$ cat src/hdl/agas_pkg.sv
// shared types, constants and helpers for the affine gap alignment scorer
package agas_pkg;

    localparam int SYMBOL_COUNT_DEF = 128;
    localparam int ACC_WIDTH_DEF    = 40;
    localparam int SYM_W            = 7;
    localparam int SCORE_W          = 8;
    localparam int PEN_W            = 12;
    localparam int DELTA_W          = 13;
    localparam int OUT_W            = 40;
    localparam int CFG_IDX_W        = 1;

    localparam logic [SYM_W-1:0] GAP_SYM = 7'd45;

    localparam logic FUNC_TABLE_WRITE = 1'b0;
    localparam logic FUNC_COLUMN      = 1'b1;

    localparam logic [CFG_IDX_W-1:0] CFG_GAP_OPEN   = 1'b0;
    localparam logic [CFG_IDX_W-1:0] CFG_GAP_EXTEND = 1'b1;

    localparam logic [PEN_W-1:0] GAP_OPEN_RST   = 12'd160;
    localparam logic [PEN_W-1:0] GAP_EXTEND_RST = 12'd8;

    typedef enum logic [1:0] {
        LEAD_SKIP_FIRST,
        LEAD_SKIP_SECOND,
        LEAD_SCORING
    } t_lead;

    typedef struct packed {
        logic                      func;
        logic [SYM_W-1:0]          sym_first;
        logic [SYM_W-1:0]          sym_second;
        logic signed [SCORE_W-1:0] table_score;
        logic                      last_column;
    } t_in_beat;

    typedef struct packed {
        logic signed [OUT_W-1:0] full_score;
        logic signed [OUT_W-1:0] trimmed_score;
        logic                    trimmed_empty;
    } t_out_beat;

    typedef struct packed {
        logic valid;
        logic gap_first;
        logic gap_second;
        logic hit;
        logic last;
    } t_col_ctl;

    typedef struct packed {
        logic signed [DELTA_W-1:0] delta;
        logic [1:0]                flags;
    } t_col_step;

    // flags bit 0: previous column gap in row one, bit 1: gap in row two
    function automatic t_col_step col_step(
        input logic                      gap_first,
        input logic                      gap_second,
        input logic [1:0]                flags,
        input logic [PEN_W-1:0]          gap_open,
        input logic [PEN_W-1:0]          gap_extend,
        input logic signed [SCORE_W-1:0] tbl,
        input logic                      hit
    );
        t_col_step st;
        if (gap_first) begin
            st.delta = -$signed({1'b0, (flags[0] ? gap_extend : gap_open)});
            st.flags = 2'b01;
        end else if (gap_second) begin
            st.delta = -$signed({1'b0, (flags[1] ? gap_extend : gap_open)});
            st.flags = 2'b10;
        end else begin
            st.delta = hit ? $signed({tbl[SCORE_W-1], tbl, 4'b0000}) : '0;
            st.flags = 2'b00;
        end
        return st;
    endfunction

endpackage

$ cat src/hdl/agas_column.sv
// column scoring: full and trimmed accumulators, trimming state, result register
module agas_column import agas_pkg::*; #(
    parameter int ACC_WIDTH = ACC_WIDTH_DEF
) (
    input  logic                      i_clk,
    input  logic                      i_rst_n,
    input  logic [PEN_W-1:0]          i_gap_open,
    input  logic [PEN_W-1:0]          i_gap_extend,
    input  t_col_ctl                  i_ctl,
    input  logic signed [SCORE_W-1:0] i_tbl,
    input  logic                      i_out_ready,
    output logic                      o_out_valid,
    output t_out_beat                 o_out_beat
);

    logic signed [ACC_WIDTH-1:0] r_full_acc,  n_full_acc;
    logic [1:0]                  r_full_flags, n_full_flags;
    logic signed [ACC_WIDTH-1:0] r_trim_acc,  n_trim_acc;
    logic [1:0]                  r_trim_flags, n_trim_flags;
    t_lead                       r_lead,      n_lead;
    logic signed [ACC_WIDTH-1:0] r_snap,      n_snap;
    logic signed [ACC_WIDTH-1:0] r_end_score, n_end_score;
    logic                        r_end_empty, n_end_empty;
    logic                        r_out_valid, n_out_valid;
    t_out_beat                   r_out,       n_out;

    t_col_step                   full_step;
    t_col_step                   trim_step;
    t_lead                       lead_a;
    t_lead                       lead_b;
    logic signed [ACC_WIDTH-1:0] full_sum;
    logic signed [ACC_WIDTH-1:0] trim_sum;

    function automatic logic signed [ACC_WIDTH-1:0] sat_add(
        input logic signed [ACC_WIDTH-1:0] acc,
        input logic signed [DELTA_W-1:0]   d
    );
        logic signed [ACC_WIDTH:0] s;
        s = (ACC_WIDTH+1)'(acc) + (ACC_WIDTH+1)'(d);
        if (s[ACC_WIDTH] != s[ACC_WIDTH-1]) begin
            return s[ACC_WIDTH] ? {1'b1, {(ACC_WIDTH-1){1'b0}}}
                                : {1'b0, {(ACC_WIDTH-1){1'b1}}};
        end
        return s[ACC_WIDTH-1:0];
    endfunction

    function automatic logic signed [OUT_W-1:0] to_out(
        input logic signed [ACC_WIDTH-1:0] acc
    );
        logic signed [63:0] w;
        w = 64'(acc);
        return w[OUT_W-1:0];
    endfunction

    always_comb begin
        n_full_acc   = r_full_acc;
        n_full_flags = r_full_flags;
        n_trim_acc   = r_trim_acc;
        n_trim_flags = r_trim_flags;
        n_lead       = r_lead;
        n_snap       = r_snap;
        n_end_score  = r_end_score;
        n_end_empty  = r_end_empty;
        n_out_valid  = r_out_valid && !i_out_ready;
        n_out        = r_out;

        full_step = col_step(i_ctl.gap_first, i_ctl.gap_second, r_full_flags,
                             i_gap_open, i_gap_extend, i_tbl, i_ctl.hit);
        trim_step = col_step(i_ctl.gap_first, i_ctl.gap_second, r_trim_flags,
                             i_gap_open, i_gap_extend, i_tbl, i_ctl.hit);
        full_sum  = sat_add(r_full_acc, full_step.delta);
        trim_sum  = sat_add(r_trim_acc, trim_step.delta);

        lead_a = (r_lead == LEAD_SKIP_FIRST && !i_ctl.gap_first) ? LEAD_SKIP_SECOND : r_lead;
        lead_b = (lead_a == LEAD_SKIP_SECOND && !i_ctl.gap_second) ? LEAD_SCORING : lead_a;

        if (i_ctl.valid) begin
            n_full_acc   = full_sum;
            n_full_flags = full_step.flags;
            n_lead       = lead_b;
            if (lead_b == LEAD_SCORING) begin
                n_trim_acc   = trim_sum;
                n_trim_flags = trim_step.flags;
                if (!i_ctl.gap_second) begin
                    n_snap = trim_sum;
                end
            end
            if (!i_ctl.gap_first) begin
                if (lead_b == LEAD_SCORING) begin
                    n_end_score = n_snap;
                    n_end_empty = 1'b0;
                end else begin
                    n_end_score = '0;
                    n_end_empty = 1'b1;
                end
            end
            if (i_ctl.last) begin
                n_out_valid         = 1'b1;
                n_out.full_score    = to_out(n_full_acc);
                n_out.trimmed_score = n_end_empty ? '0 : to_out(n_end_score);
                n_out.trimmed_empty = n_end_empty;
                // alignment state back to its start
                n_full_acc   = '0;
                n_full_flags = '0;
                n_trim_acc   = '0;
                n_trim_flags = '0;
                n_lead       = LEAD_SKIP_FIRST;
                n_snap       = '0;
                n_end_score  = '0;
                n_end_empty  = 1'b1;
            end
        end
    end

    always_ff @(posedge i_clk) begin
        if (!i_rst_n) begin
            r_full_acc   <= '0;
            r_full_flags <= '0;
            r_trim_acc   <= '0;
            r_trim_flags <= '0;
            r_lead       <= LEAD_SKIP_FIRST;
            r_snap       <= '0;
            r_end_score  <= '0;
            r_end_empty  <= 1'b1;
            r_out_valid  <= 1'b0;
        end else begin
            r_full_acc   <= n_full_acc;
            r_full_flags <= n_full_flags;
            r_trim_acc   <= n_trim_acc;
            r_trim_flags <= n_trim_flags;
            r_lead       <= n_lead;
            r_snap       <= n_snap;
            r_end_score  <= n_end_score;
            r_end_empty  <= n_end_empty;
            r_out_valid  <= n_out_valid;
        end
    end

    always_ff @(posedge i_clk) begin
        r_out <= n_out;
    end

    assign o_out_valid = r_out_valid;
    assign o_out_beat  = r_out;

    a_last_clears: assert property (@(posedge i_clk) disable iff (!i_rst_n)
        i_ctl.valid && i_ctl.last |=>
            r_full_acc == '0 && r_lead == LEAD_SKIP_FIRST && r_end_empty && r_out_valid)
        else $error("alignment state not cleared after last column");

    a_empty_zero: assert property (@(posedge i_clk) disable iff (!i_rst_n)
        r_out_valid && r_out.trimmed_empty |-> r_out.trimmed_score == '0)
        else $error("empty trimmed result carries a score");

    a_lead_idle: assert property (@(posedge i_clk) disable iff (!i_rst_n)
        r_lead != LEAD_SCORING |-> r_trim_acc == '0 && r_end_empty)
        else $error("trimmed score moved before leading gaps ended");

    a_no_overwrite: assert property (@(posedge i_clk) disable iff (!i_rst_n)
        i_ctl.valid && i_ctl.last |-> !r_out_valid || i_out_ready)
        else $error("result register overwritten while pending");

endmodule

$ cat config.mk
export PLATFORM = sky130hd
export DESIGN_NAME = agas_column
export DESIGN_NICKNAME = d
export VERILOG_FILES = /design/src/hdl/agas_pkg.sv /design/src/hdl/agas_column.sv
export SDC_FILE = /design/constraint.sdc
export NUM_CORES = 1
export LEC_CHECK = 0
export ABC_CLOCK_PERIOD_IN_PS = 6450
export BUFFER_PORTS_ARGS = -buffer_cell sky130_fd_sc_hd__buf_2
export CORE_UTILIZATION = 57
export CTS_BUF_LIST = sky130_fd_sc_hd__clkbuf_4
export DETAILED_ROUTE_END_ITERATION = 10
export PLACE_DENSITY = 0.79
export SLEW_MARGIN = 20
export SYNTH_ARGS = -nofsm -noshare
export SYNTH_HDL_FRONTEND = slang
export SYNTH_SLANG_ARGS = --single-unit
$ cat constraint.sdc
create_clock -name i_clk -period 6.45 [get_ports i_clk]
set_input_delay 1.29 -clock i_clk [delete_from_list [all_inputs] [get_ports i_clk]]
set_output_delay 1.29 -clock i_clk [all_outputs]
set_load 0.01 [all_outputs]
==> flow_summary.toml, run 1 <==
[grt]
grt_first_pass_wirelength_um = 81870
grt_overflow = 0
grt_max_degree = 75
grtUsageTotal_pct = 33.63
grt_pass1_vias = 15492
antenna_found_initial = 1

[finish]
instances_no_fill = 2561
seq_area_um2 = 5796
fillCellCount = 2439
final_common_cell = "nand2_1"
multiInputGateArea_um2 = 10270
drive_above_1_share_pct = 16.18
final_cell_mix = "183 x nand2_1, 170 x a21oi_1, 168 x dfxtp_1, 135 x o21ai_0, 121 x buf_2"
postLayoutCellArea_um2 = 19030
nNetsFinal = 2252
area_growth_pct = 13.20

[placement]
hpwlAfterDp_um = 37250
pre_cts_slack_ns = -0.03952
portBuffers = 121
place_congestion = 0.9764
placed_area_um2 = 18090
place_inst = 2439

[routing]
num_vias = 16425
drtIter0Drc = 1517
via_per_inst = 6.414
drc = 0
wirelength_um = 51800
antenna_left = 0
wl_per_cell_um = 20.23
firstDrtPassIters = 5

[yosys]
yosysTopAreaCellShare_pct = 20.00
ys.warnings.count = 0
synth_edf_count = 81
synth_top_cell_by_area = "dfxtp_1"
ys_seq_elements = 249
syn_area_per_cell_um2 = 8.410
synthCells = 1999
synth_fp_nets = 2127
synthesis.area_um2 = 16810
synthFlopType = "dfxtp_1"
synth.yosys.seq_area_share_pct = 34.47
ys_types = 86
synthArstFlopShare_pct = 0
synthTopCellsByArea = "dfxtp_1 20%, edfxtp_1 14%, ha_1 6.4%"

[clock_tree]
clkSlewWorstSetupHoldPaths_ns = 0.06
hold_buffers = 0
cts_tree = "yes"
clock_path_buffers = 3
postCtsSetupBuffers = 0
cts.sinks = 249
cts_root_buf = "clkbuf_4"
clk_latency_ns = 0.70
ctsResizeCount = 0
cts_made_buffers = 66
ctsHtreeMaxLevel = 3

[setup_path]
cp-end-kind = "flop"
critPathSlowestCell = "a311oi_1"
cp_max_fo = 7
max_stage_delay_ns = 0.77
crit_path_start_kind = "primary input"
cp.arrival_ns = 6.46
critPathMostFrequentCell = "a21oi_1"
crit_chain = "buf_2, or3_1, nor3_1, a21oi_1, nand2b_1, nor2_1, and3_1, xor2_1, a21oi_1, o21ai_0, ha_1, a21oi_1, o221ai_1, a41oi_1, nor3_1, o41ai_1, a31oi_1, a311oi_1, o211ai_1, a21oi_1"
cp.required_ns = 6.97
critPathKind = "primary input to flop"

[timing]
tightest_slew_ns = 1.111
period_needed_ns = 5.943
setup_slack_ns = 0.5068
rsz0062_at_grt = "false"
slew_viol_final = 0
maxSlewHeadroom_pct = 25.95
final_hold_viol_count = 0
fin_skew_ns = 0.06695
finalCritPeriodShare_pct = 92.14
max_freq_mhz = 168.3
worst_hold_slack_ns = 0.4486
setup_viol = 0

[power]
swShare_pct = 41.60
p_per_area_nw_per_um2 = 379.4
p_sw_w = 0.003003
internal-power_w = 0.004217
peakVddDrop_mv = 0.2035
finalPower_w = 0.007221
clockPowerShare_pct = 21.0
p_leak_nw = 7.808
seq_power_share_pct = 29.3
pwr-share-comb_pct = 49.7

[floorplanning]
start_util_pct = 58.26
ioPinCount = 122
die_x_um = 173.7
rows = 62
die_h_um = 173.7
fp.coreArea_um2 = 28860
design.die.area_um2 = 30190

[outcome]
status = "completed"

[run]
drv_cap = 0

[worst_hold_path]
hp-class = "flop to flop"
[worst paths after layout]
check | startpoint | end | slack (ns) | depth (start not counted)
setup / recovery | i_gap_open[5] | o_out_beat[38] | 0.51 | 20
hold / removal | r_snap[37] | r_snap[37] | 0.45 | 2
setup reg to reg | r_full_flags[1] | o_out_beat[63] | 0.71 | 19
hold reg to reg | r_snap[37] | r_snap[37] | 0.45 | 2
[cell usage after synthesis (39+ instances only)]
library cell and instances:
a21oi_1 170, a22oi_1 42, clkbuf_1 108, dfxtp_1 168, edfxtp_1 81, ha_1 86
inv_1 45, mux2i_1 47, nand2_1 184, nand3_1 42, nor2_1 119, nor3_1 40
o21ai_0 137, o21ai_1 39, xnor2_1 64, xor2_1 51
[worst max-delay path, delay by kind of cell]
| kind | cells | cell delay (ns) |
|---|---|---|
| AO/OA/AOI/OAI | 11 | 3.00 |
| AND/OR/NAND/NOR | 6 | 1.49 |
| adder cells (fa/ha/maj) | 1 | 0.37 |
| buffers and inverters | 1 | 0.15 |
| XOR/XNOR | 1 | 0.15 |
[metal layers]
| metal | vias to the layer above | track usage, % | wire length, um |
|---|---|---|---|
| li1 | 7776 | - | - |
| met1 | 7729 | 42.58 | 21490 |
| met2 | 765 | 54.70 | 23740 |
| met3 | 155 | 5.197 | 3746 |
| met4 | 0 | 18.97 | 2828 |
| met5 | - | 0 | 0 |
[flip-flops by register name, summed over array words and instances (netlist names)]
signal,count
r_full_flags,2
o_out_beat,81
r_trim_acc,40
o_out_valid,1
r_trim_flags,2
r_lead,2
r_snap,40
r_full_acc,40
r_end_empty,1
r_end_score,40
[power groups by stage]
stage,Clock [W],Combinational (W),Sequential [W]
6_report,0.00152,0.00359,0.00211
5_1_grt,0.00162,0.00390,0.00213
4_1_cts,0.00154,0.00353,0.00211
3_5_place_dp,0,0.00351,0.00214
3_3_place_gp,0,0.00344,0.00214
2_1_floorplan,0,0.00240,0.00219
[area by class of cell]
cell class | count | area share, %
diodes | 1 | 0.01315
clock buffers | 105 | 4.142
flip-flops and latches | 249 | 30.45
clock inverters | 15 | 0.6640
multi-input cells | 1551 | 53.97
inverters | 46 | 0.9138
well taps | 384 | 2.524
repair buffers | 210 | 7.324
[per-stage QoR]
step                utilization (%)  setup TNS, ns
floorplan                         -              0
global placement              62.68       -0.01598
detailed placement            62.68       -0.06232
CTS                           65.85              0
global route                  65.95              0
finish                        65.95              0
[cells by family (layout without fill, tap and decap cells)]
family / after synthesis / after routing / share of synthesized area (%)
flip-flops: 249 / 249 / 34.47
AO/OA/AOI/OAI: 731 / 731 / 28.81
XOR/XNOR: 115 / 115 / 5.991
other: 0 / 1 / 0
AND/OR/NAND/NOR: 567 / 567 / 16.33
adder cells (fa/ha/maj): 89 / 89 / 6.698
multiplexers: 49 / 49 / 2.932
buffers and inverters: 199 / 376 / 4.770
(Power assumes the default switching activity.)
==> run 2: changes to the inputs <==
BUFFER_PORTS_ARGS = unset   (was -buffer_cell sky130_fd_sc_hd__buf_2)
CORE_UTILIZATION = 60   (was 57)
DONT_BUFFER_PORTS = 1   (was unset)
==> run 2 against run 1 <==
Total power is 2.8% lower. Final cell count is 5.7% lower. Sequential share of layout area is 1.3 points higher. Maximum frequency is 0.51% higher. Clock power is 4% lower. Worst setup slack better by 0.030 ns. Worst hold slack worse by 0.00096 ns. Routed wire length is 0.29% lower. Flip-flop and latch count stayed put. Combinational power is 6.4% lower. Global-route usage is 2.2 points higher. Core utilization is 0.98 points higher.
==> flow_summary.toml, run 2 (synthesis gave the netlist of run 1 again) <==
[setup_path]
cp.arrival_ns = 6.41
r2r-end = "o_out_beat[38]"
r2r_setup_slack_ns = 0.54
cp_max_fo = 15
path_buf_inv = 0
cp-end-kind = "flop"
critPathKind = "flop to flop"
crit_path_start_kind = "flop"
cp.required_ns = 6.94
critPathMostFrequentCell = "o211ai_1"
max_stage_delay_ns = 0.80
r2r-start = "r_trim_flags[0]"
cp_top_family = "compound AO/OA/AOI/OAI gates"
critPathSlowestCell = "dfxtp_1"
crit_chain = "mux2i_1, ha_1, nand2_1, nor2_1, xor2_1, nand2_1, o211ai_1, o21ai_0, ha_1, a21oi_1, o211ai_1, a41oi_1, nor3_1, o41ai_1, a31oi_1, a311oi_2, o211ai_1, a21oi_1"
worstRegToRegCells = 18

[grt]
grt_first_pass_wirelength_um = 81580
grt_overflow = 0
grt_max_degree = 80
grtUsageTotal_pct = 35.86
antenna_found_initial = 1
grt_pass1_vias = 15205

[floorplanning]
fp.coreArea_um2 = 27250
ioPinCount = 122
die_x_um = 169.4
start_util_pct = 61.69
rows = 60
design.die.area_um2 = 28690
die_h_um = 169.4

[routing]
via_per_inst = 6.604
antenna_left = 0
wl_per_cell_um = 21.40
num_vias = 15941
drc = 0
drtIter0Drc = 1672
wirelength_um = 51650
firstDrtPassIters = 7

[clock_tree]
clkSlewWorstSetupHoldPaths_ns = 0.07
clock_path_buffers = 3
hold_buffers = 0
clk_latency_ns = 0.73
cts_tree = "yes"
cts_root_buf = "clkbuf_4"
cts.sinks = 249
cts_made_buffers = 68
ctsHtreeMaxLevel = 3

[timing]
setup_slack_ns = 0.5371
tightest_slew_ns = 1.074
setup_viol = 0
period_needed_ns = 5.913
max_freq_mhz = 169.1
rsz0062_at_grt = "false"
maxSlewHeadroom_pct = 28.32
fin_skew_ns = 0.09454
finalCritPeriodShare_pct = 91.67
fin_tns_setup_ns = 0
final_hold_viol_count = 0
slew_viol_final = 0

[power]
p_per_area_nw_per_um2 = 384.8
p_leak_nw = 7.245
finalPower_w = 0.007019
peakVddDrop_mv = 0.1751

[worst_hold_path]
hold_path_depth = 2
hold_end = "r_snap[24]"
min_from = "r_snap[24]"
hp-class = "flop to flop"

[placement]
hpwlAfterDp_um = 36130
portBuffers = 0
place_congestion = 1.010
placed_area_um2 = 17340
pre_cts_slack_ns = -0.01698

[finish]
drive_above_1_share_pct = 10.58
final_common_cell = "nand2_1"
fillCellCount = 2335
largest_register_ffs = 81
nNetsFinal = 2117
final_util_pct = 66.93
final_cell_mix = "183 x nand2_1, 170 x a21oi_1, 168 x dfxtp_1, 135 x o21ai_0, 117 x nor2_1"
postLayoutCellArea_um2 = 18240
area_growth_pct = 8.492

[run]
drv_cap = 0

[outcome]
status = "completed"
## run 2: cell types whose count changed in the layout (fill, tap and decap cells not counted), moves of 2 or more
cell,previous run,this run
buf_2,121,0
clkinv_4,1,3
buf_4,80,66
inv_6,0,3
bufinv_16,2,0
buf_12,8,6
clkinv_1,7,9
clkinvlp_4,3,1
## run 2: how the worst max path moves through the flow
stage | cells past startpoint | startpoint | slack [ns] | endpoint
floorplan | 22 | i_gap_open[5] | 0.39 | o_out_beat[27]
global placement | 19 | i_gap_open[5] | 0.06 | o_out_beat[38]
detailed placement | 19 | i_gap_open[5] | -0.02 | o_out_beat[38]
CTS | 18 | r_trim_flags[0] | 0.53 | o_out_beat[38]
global route | 20 | r_trim_flags[0] | 0.14 | r_trim_acc[5]
finish | 18 | r_trim_flags[0] | 0.54 | o_out_beat[38]
## run 2: layout make-up
cell class / instances / area [um^2] / share of cell area (%)
Inverter: 46 / 173.9 / 0.9535
Sequential cell: 249 / 5796 / 31.77
Clock buffer: 105 / 788.3 / 4.322
Timing Repair Buffer: 73 / 643.1 / 3.526
Clock inverter: 17 / 98.84 / 0.5419
Antenna cell: 1 / 2.502 / 0.01372
Tap cell: 372 / 465.4 / 2.552
Multi-Input combinational cell: 1551 / 10270 / 56.32
## run 2: metal layers
layer | vias to the layer above | GRT usage, % | wire length (um)
li1 | 7477 | - | -
met2 | 702 | 60.08 | 24200
met3 | 143 | 5.644 | 3660
met5 | - | 0 | 0
met4 | 0 | 18.45 | 2555
met1 | 7619 | 44.64 | 21240
## run 2: through the flow
stage	instances	hold slack, ns
after floorplan	1999	0.4252
after global placement	2290	0.4340
after detailed placement	2291	0.4417
after CTS	2413	0.4490
after global routing	2414	0.4634
final	2414	0.4477
## run 2: report_power, final
group,internal [W],switching [W],total (W)
Clock,0.000752,0.000711,0.00146
Combinational,0.00130,0.00207,0.00336
Sequential,0.00201,0.000178,0.00219
Total,0.00406,0.00296,0.00702
## run 2: repair_timing
item	in CTS	in global routing
setup buffers	0	0
endpoints found under the setup margin	0	1
gates resized for setup	0	1
## run 2: worst register-to-register path: cells and delay by family, from the launching register on
family	cells	cell delay [ns]
AO/OA/AOI/OAI	10	3.04
flip-flops	1	0.80
adder cells (fa/ha/maj)	2	0.71
AND/OR/NAND/NOR	4	0.60
multiplexers	1	0.39
XOR/XNOR	1	0.18
